--- config.mk ---
export PLATFORM = sky130hd
export DESIGN_NAME = ftp_reply_code_parser
export DESIGN_NICKNAME = d
export VERILOG_FILES = /design/src/rtl/frcp_pkg.sv /design/src/rtl/ftp_reply_code_parser.sv
export VERILOG_INCLUDE_DIRS = /design/src /design/src/rtl
export SDC_FILE = /design/constraint.sdc
export NUM_CORES = 1
export LEC_CHECK = 0
export ABC_AREA = 0
export BUFFER_PORTS_ARGS = -buffer_cell sky130_fd_sc_hd__buf_4
export CORE_ASPECT_RATIO = 0.8
export CORE_MARGIN = 2
export CORE_UTILIZATION = 59
export DETAILED_ROUTE_END_ITERATION = 16
export PLACE_DENSITY = 0.8
export SKIP_LAST_GASP = 1
export SYNTH_ARGS = -nofsm -noshare
export SYNTH_HDL_FRONTEND = slang
export SYNTH_SLANG_ARGS = --single-unit
--- constraint.sdc ---
create_clock -name i_clk -period 4.5 [get_ports i_clk]
set_clock_uncertainty 0.15 [all_clocks]
set_input_delay 0.9 -clock i_clk [delete_from_list [all_inputs] [get_ports i_clk]]
set_output_delay 0.9 -clock i_clk [all_outputs]
set_load 0.03 [all_outputs]
--- src/rtl/ftp_reply_code_parser_assert.svh ---
// Assertion macros shared by the reply parser RTL.
// Each macro places one labeled concurrent assertion, disabled while reset is low.
`ifndef FTP_REPLY_CODE_PARSER_ASSERT_SVH
`define FTP_REPLY_CODE_PARSER_ASSERT_SVH

// Same-cycle implication.
`define FRCP_ASSERT_IMPL(label, clk, rst_n, ante, cons) \
    label: assert property (@(posedge clk) disable iff (!(rst_n)) (ante) |-> (cons)) \
        else $error("reply parser assertion failed");

// Next-cycle implication.
`define FRCP_ASSERT_NEXT(label, clk, rst_n, ante, cons) \
    label: assert property (@(posedge clk) disable iff (!(rst_n)) (ante) |=> (cons)) \
        else $error("reply parser assertion failed");

`endif

--- src/rtl/frcp_pkg.sv ---
// ----------------------------------------------------------------------------
// frcp_pkg
// Codes, widths and character constants of the FTP reply code parser.
// ----------------------------------------------------------------------------
package frcp_pkg;

    localparam int MODE_W  = 2;
    localparam int BYTE_W  = 8;
    localparam int STAT_W  = 2;
    localparam int CODE_W  = 10;
    localparam int TICKS_W = 20;
    localparam int POS_W   = 3;

    // Event kinds on the input channel.
    localparam logic [MODE_W-1:0] MODE_BYTE  = 2'd0;
    localparam logic [MODE_W-1:0] MODE_TICK  = 2'd1;
    localparam logic [MODE_W-1:0] MODE_CLOSE = 2'd2;
    localparam logic [MODE_W-1:0] MODE_ERROR = 2'd3;

    // Result status codes.
    localparam logic [STAT_W-1:0] STAT_REPLY   = 2'd0;
    localparam logic [STAT_W-1:0] STAT_TIMEOUT = 2'd1;
    localparam logic [STAT_W-1:0] STAT_CLOSED  = 2'd2;
    localparam logic [STAT_W-1:0] STAT_LOST    = 2'd3;

    localparam logic [TICKS_W-1:0] TIMEOUT_RESET = 20'd30000;
    localparam logic [TICKS_W-1:0] IDLE_MAX      = {TICKS_W{1'b1}};

    localparam logic [BYTE_W-1:0] CH_CR    = 8'h0D;
    localparam logic [BYTE_W-1:0] CH_LF    = 8'h0A;
    localparam logic [BYTE_W-1:0] CH_SPACE = 8'h20;
    localparam logic [BYTE_W-1:0] CH_DASH  = 8'h2D;
    localparam logic [BYTE_W-1:0] CH_ZERO  = 8'h30;
    localparam logic [BYTE_W-1:0] CH_NINE  = 8'h39;

    // Line positions of interest.
    localparam logic [POS_W-1:0] POS_SEP = 3'd3;
    localparam logic [POS_W-1:0] POS_MAX = 3'd4;

    typedef enum logic [1:0] {
        SEP_SPACE = 2'd0,
        SEP_DASH  = 2'd1,
        SEP_OTHER = 2'd2
    } t_sep;

endpackage

--- src/rtl/ftp_reply_code_parser.sv ---
// ----------------------------------------------------------------------------
// ftp_reply_code_parser
// Parses FTP control-channel bytes and events into reply, timeout, close and
// link-loss results.
// ----------------------------------------------------------------------------
//
//  channel  direction  handshake                 payload
//  -------  ---------  ------------------------  -------------------------------
//  in       to block   i_in_valid / o_in_stall   i_mode, i_data_byte
//  out      from block o_out_valid / i_out_stall o_status, o_reply_code
//  cfg      to block   i_cfg_wr_en               i_cfg_wr_data (timeout ticks)
//
// One word is taken per cycle unless the input stalls; its result, if any,
// appears in the output register on the next cycle. The parse state, timeout
// and output registers are the only storage; each word's update sets the rate.
// Reset is synchronous; it clears all parse state and sets the timeout register
// to its default of 30000 ticks.
// The input stalls only while a result sits in the output register and the
// output side stalls.
module ftp_reply_code_parser (
    input  logic                           i_clk,
    input  logic                           i_rst_n,
    input  logic                           i_in_valid,
    output logic                           o_in_stall,
    input  logic [frcp_pkg::MODE_W-1:0]    i_mode,
    input  logic [frcp_pkg::BYTE_W-1:0]    i_data_byte,
    output logic                           o_out_valid,
    input  logic                           i_out_stall,
    output logic [frcp_pkg::STAT_W-1:0]    o_status,
    output logic [frcp_pkg::CODE_W-1:0]    o_reply_code,
    input  logic                           i_cfg_wr_en,
    input  logic [frcp_pkg::TICKS_W-1:0]   i_cfg_wr_data
);
    import frcp_pkg::*;

    `include "ftp_reply_code_parser_assert.svh"

    logic [TICKS_W-1:0] r_timeout;
    logic [POS_W-1:0]   r_pos,        n_pos;
    logic               r_digits_ok,  n_digits_ok;
    logic [CODE_W-1:0]  r_accum,      n_accum;
    t_sep               r_sep,        n_sep;
    logic               r_multi,      n_multi;
    logic [CODE_W-1:0]  r_open_code,  n_open_code;
    logic [TICKS_W-1:0] r_idle,       n_idle;
    logic               r_out_valid;
    logic [STAT_W-1:0]  r_status,     n_status;
    logic [CODE_W-1:0]  r_code,       n_code;

    logic               in_acc;
    logic               emit;
    logic               coded;
    logic               is_digit;
    logic [3:0]         digit;
    logic [CODE_W+3:0]  accum_mac;
    logic [TICKS_W-1:0] idle_inc;

    assign o_in_stall   = r_out_valid && i_out_stall;
    assign in_acc       = i_in_valid && !o_in_stall;
    assign o_out_valid  = r_out_valid;
    assign o_status     = r_status;
    assign o_reply_code = r_code;

    assign is_digit  = (i_data_byte >= CH_ZERO) && (i_data_byte <= CH_NINE);
    assign digit     = 4'(i_data_byte - CH_ZERO);
    // Times ten as two shifts and an add.
    assign accum_mac = ({4'd0, r_accum} << 3) + ({4'd0, r_accum} << 1) + {10'd0, digit};
    assign idle_inc  = (r_idle == IDLE_MAX) ? r_idle : r_idle + 1'b1;
    assign coded     = (r_pos >= POS_SEP) && r_digits_ok;

    always_comb begin
        n_pos       = r_pos;
        n_digits_ok = r_digits_ok;
        n_accum     = r_accum;
        n_sep       = r_sep;
        n_multi     = r_multi;
        n_open_code = r_open_code;
        n_idle      = r_idle;
        n_status    = STAT_REPLY;
        n_code      = '0;
        emit        = 1'b0;

        if (in_acc) begin
            case (i_mode)
                MODE_CLOSE: begin
                    emit     = 1'b1;
                    n_status = STAT_CLOSED;
                end
                MODE_ERROR: begin
                    emit     = 1'b1;
                    n_status = STAT_LOST;
                end
                MODE_TICK: begin
                    n_idle = idle_inc;
                    if (idle_inc > r_timeout) begin
                        emit     = 1'b1;
                        n_status = STAT_TIMEOUT;
                    end
                end
                default: begin
                    n_idle = '0;
                    if (i_data_byte == CH_LF) begin
                        if (!r_multi) begin
                            if (coded && r_sep == SEP_DASH) begin
                                n_multi     = 1'b1;
                                n_open_code = r_accum;
                            end else if (coded) begin
                                emit   = 1'b1;
                                n_code = r_accum;
                            end
                        end else if (coded && r_sep == SEP_SPACE && r_accum == r_open_code) begin
                            emit   = 1'b1;
                            n_code = r_accum;
                        end
                        n_pos       = '0;
                        n_digits_ok = 1'b1;
                        n_accum     = '0;
                        n_sep       = SEP_SPACE;
                    end else if (i_data_byte != CH_CR) begin
                        if (r_pos < POS_SEP) begin
                            if (is_digit) begin
                                n_accum = accum_mac[CODE_W-1:0];
                            end else begin
                                n_digits_ok = 1'b0;
                            end
                        end else if (r_pos == POS_SEP) begin
                            if (i_data_byte == CH_SPACE) begin
                                n_sep = SEP_SPACE;
                            end else if (i_data_byte == CH_DASH) begin
                                n_sep = SEP_DASH;
                            end else begin
                                n_sep = SEP_OTHER;
                            end
                        end
                        if (r_pos < POS_MAX) begin
                            n_pos = r_pos + 1'b1;
                        end
                    end
                end
            endcase

            // Any result returns the whole parse state to reset.
            if (emit) begin
                n_pos       = '0;
                n_digits_ok = 1'b1;
                n_accum     = '0;
                n_sep       = SEP_SPACE;
                n_multi     = 1'b0;
                n_open_code = '0;
                n_idle      = '0;
            end
        end
    end

    always_ff @(posedge i_clk) begin
        if (!i_rst_n) begin
            r_timeout   <= TIMEOUT_RESET;
            r_pos       <= '0;
            r_digits_ok <= 1'b1;
            r_accum     <= '0;
            r_sep       <= SEP_SPACE;
            r_multi     <= 1'b0;
            r_open_code <= '0;
            r_idle      <= '0;
            r_out_valid <= 1'b0;
        end else begin
            if (i_cfg_wr_en) begin
                r_timeout <= i_cfg_wr_data;
            end
            r_pos       <= n_pos;
            r_digits_ok <= n_digits_ok;
            r_accum     <= n_accum;
            r_sep       <= n_sep;
            r_multi     <= n_multi;
            r_open_code <= n_open_code;
            r_idle      <= n_idle;
            if (!o_in_stall) begin
                r_out_valid <= emit;
            end
        end
    end

    always_ff @(posedge i_clk) begin
        if (emit) begin
            r_status <= n_status;
            r_code   <= n_code;
        end
    end

    `FRCP_ASSERT_IMPL(a_code_zero_unless_reply, i_clk, i_rst_n,
        o_out_valid && (o_status != STAT_REPLY), o_reply_code == '0)
    `FRCP_ASSERT_NEXT(a_close_reports, i_clk, i_rst_n,
        in_acc && (i_mode == MODE_CLOSE), o_out_valid && (o_status == STAT_CLOSED))
    `FRCP_ASSERT_NEXT(a_result_clears_state, i_clk, i_rst_n,
        emit, (r_idle == '0) && !r_multi && (r_pos == '0))
    `FRCP_ASSERT_IMPL(a_multi_needs_no_open_result, i_clk, i_rst_n,
        in_acc && (i_mode == MODE_BYTE) && (i_data_byte != CH_LF), !emit)

endmodule
==> flow_summary.ini <==
[outcome]
outcome = finished, final reports clean

[route]
drt_iter0_drc = 300
vias_per_cell = 6.066
drc = 0
antenna_left = 0
wire_per_inst_um = 16.55
first_pass_iters = 5
vias = 4070
drt-total-wl_mm = 11.10

[placement]
portBuffers = 48
post-place-ws_ns = -0.1159
gp_congestion = 0.8698
hpwl_mm = 8.099
placed_cells = 654

[synthesis]
async_reset_ff_share_pct = 0
synth.yosys.seq_area_share_pct = 37.29
yosysTopAreaCell = dfxtp_1
synthSimpleGateAreaFrac_pct = 21.06
synth_xor_area_share_pct = 5.881
synthTopCellsByArea = dfxtp_1 29%, ha_1 10%, edfxtp_1 7.8%
ys_types = 57
synth_top_family_by_area = simple AND/OR/NAND/NOR gates
syn_inst = 504
yosys_warnings = 0
synth_compound_area_share_pct = 16.72
yosys_register_bits = 80
synthMuxAreaShare_pct = 3.306
postSynthAreaPerCell_um2 = 9.161
synth.cell_area_um2 = 4617
synth_edf_count = 12
synthAdderAreaFrac_pct = 10.89
synth_ff_type = dfxtp_1
synth_top_area_share_pct = 29.49
synthesis.nets = 578

[worst_setup_path]
crit_fanout = 8
crit-reg2reg-launch = r_idle[5]
crit_arrival_ns = 4.42
critPathRequiredTime_ns = 4.61
cp-start-kind = flip-flop
critPathLaunch = r_idle[5]
worst-setup-path-type = flip-flop to flip-flop
end_kind = flip-flop

[power]
power.share.clock_pct = 40.4
switchingPower_uw = 408.1
p_leak_nw = 2.443
seqPwrFrac_pct = 48.9
power.internal_mw = 1.137
netSwitchingFraction_pct = 26.41
pwr-share-comb_pct = 10.8
vdd_drop_max_uv = 217.5
power_density_nw_per_um2 = 282.3

[sta]
hold_viol_final = 0
fin_ws_ns = 0.1938
tightest_slew_ns = 1.094
maxSlewViolCount = 0
slew_headroom_pct = 26.79
period_share_pct = 95.69
period_needed_ns = 4.306
whs_ns = 0.3483
fmax_ghz = 0.2322
finalSetupViolations = 0
fin_setup_tns_ns = 0

[layout]
fillers = 583
area_growth_pct = 18.54
fin_cells = 671
drive_gt1_share_pct = 18.55
final_net_count = 635
diodes = 0

[clock_tree]
clockBufferDepth = 2
cts_root_buffer = clkbuf_8
cts_buffers = 9
cts_tree = built
htreeDepth = 3
clk_pin_slew_ns = 0.09
clk_latency_ns = 0.37
clock-sinks = 80

[min_path]
hold_path_class = flip-flop to flip-flop
min_from = r_timeout[12]

[floorplan]
placementRows = 28
ios = 49
die_area_um2 = 8553
initial_core_util_pct = 61.58
die_h_um = 83.12
coreArea_um2 = 7497
die_w_um = 102.9

[global_routing]
grt_pass1_wl_mm = 18.51
antenna_found_initial = 0
grt-ovfl-total = 0
track_usage_pct = 27.30
first_global_vias = 3785
grt_max_degree = 55

[run]
cap_viol_max_count = 0
metrics by stage:
stage / utilization (%) / instance area (um2) / power [mW]
5_1_grt: 73.00 / 5473 / 1.598
3_3_place_gp: 68.79 / 5157 / 0.9257
2_1_floorplan: - / 4617 / 0.8677
4_1_cts: 72.25 / 5416 / 1.545
6_report: 73.00 / 5473 / 1.545
3_5_place_dp: 68.79 / 5157 / 0.9327
logic make-up (layout without fill, tap and decap cells):
logic type	Yosys count	after routing
muxes	15	15
adders and majority gates	39	39
buffers and inverters	54	116
xor gates and xnor gates	31	31
and+or+nand+nor	178	178
AOI/OAI and AO/OA	107	107
DFF	80	80
final timing paths:
kind	to	slack [ns]	cells past startpoint
max reg2reg	r_idle[18]	0.19	16
max	r_idle[18]	0.19	16
min	r_timeout[12]	0.35	2
min reg2reg	r_timeout[12]	0.35	2
metal layers:
metal	track usage, %	vias up	wire [um]
met4	7.177	0	159
met5	0	-	0
met1	42.09	1922	5237
li1	-	1942	-
met3	4.966	13	921
met2	38.96	193	4784
critical path, cell delays in order, from the launching register on:
cell and delay (ns):
dfxtp_1 0.39, nand4_1 0.16, or3_4 0.42, buf_4 0.17, nor4_4 0.29, nand3_1 0.13
mux2_2 0.31, ha_1 0.32, nand4_1 0.18, buf_4 0.22, nor3_4 0.23, a221oi_2 0.11
buf_4 0.18, a31oi_2 0.19, and4b_2 0.33, buf_4 0.18, a22o_1 0.23
state kept, by name (all words and copies together), names as in the netlist:
name          cells
r_open_code      10
o_out_valid       1
r_sep             2
r_timeout        20
r_accum          10
r_multi           1
r_digits_ok       1
o_status          2
r_idle           20
o_reply_code     10
r_pos             3
power groups by stage:
stage | clock, mW | combinational (mW) | sequential (mW)
after CTS | 0.627 | 0.163 | 0.755
after global routing | 0.657 | 0.184 | 0.757
after detailed placement | 0 | 0.162 | 0.771
after floorplan | 0 | 0.0914 | 0.776
after global placement | 0 | 0.156 | 0.770
final | 0.624 | 0.167 | 0.755
what timing repair did:
action,in CTS,in global routing
gates resized for setup,6,10
pin swaps,1,3
setup endpoints to repair,42,52
setup buffers,0,1
hold buffers,0,0
cells in the final DEF (no fill, tap or decap), drive strengths merged, types with 12 or more instances in the layout:
master / instances
nand2: 28
nand3: 34
buf: 66
ha: 37
o21ai: 25
xnor2: 16
edfxtp: 12
mux2i: 13
a22o: 20
nand4: 13
xor2: 15
inv: 37
dfxtp: 68
a21oi: 18
nor2b: 16
nor2: 29
Yosys cell counts (all sizes together) (10+ instances only):
master	count
dfxtp	68
inv	33
mux2i	13
nand3	34
and2	11
xor2	15
nand2	28
clkbuf	11
a21oi	18
a22o	20
nand4	13
nor2b	16
nor2	29
nor3	10
ha	37
edfxtp	12
xnor2	16
o21ai	25
area by class of cell:
class                   instances  area [um2]  share of cell area [%]
clock buffers                   9       123.9                   2.263
clock inverters                 7       106.4                   1.943
inverters                      34       127.6                   2.332
multi-input cells             370        2750                   50.25
flip-flops and latches         80        1725                   31.53
well taps                     105       131.4                   2.401
repair buffers                 66       508.0                   9.282
Power figures use the tool's default switching activity.
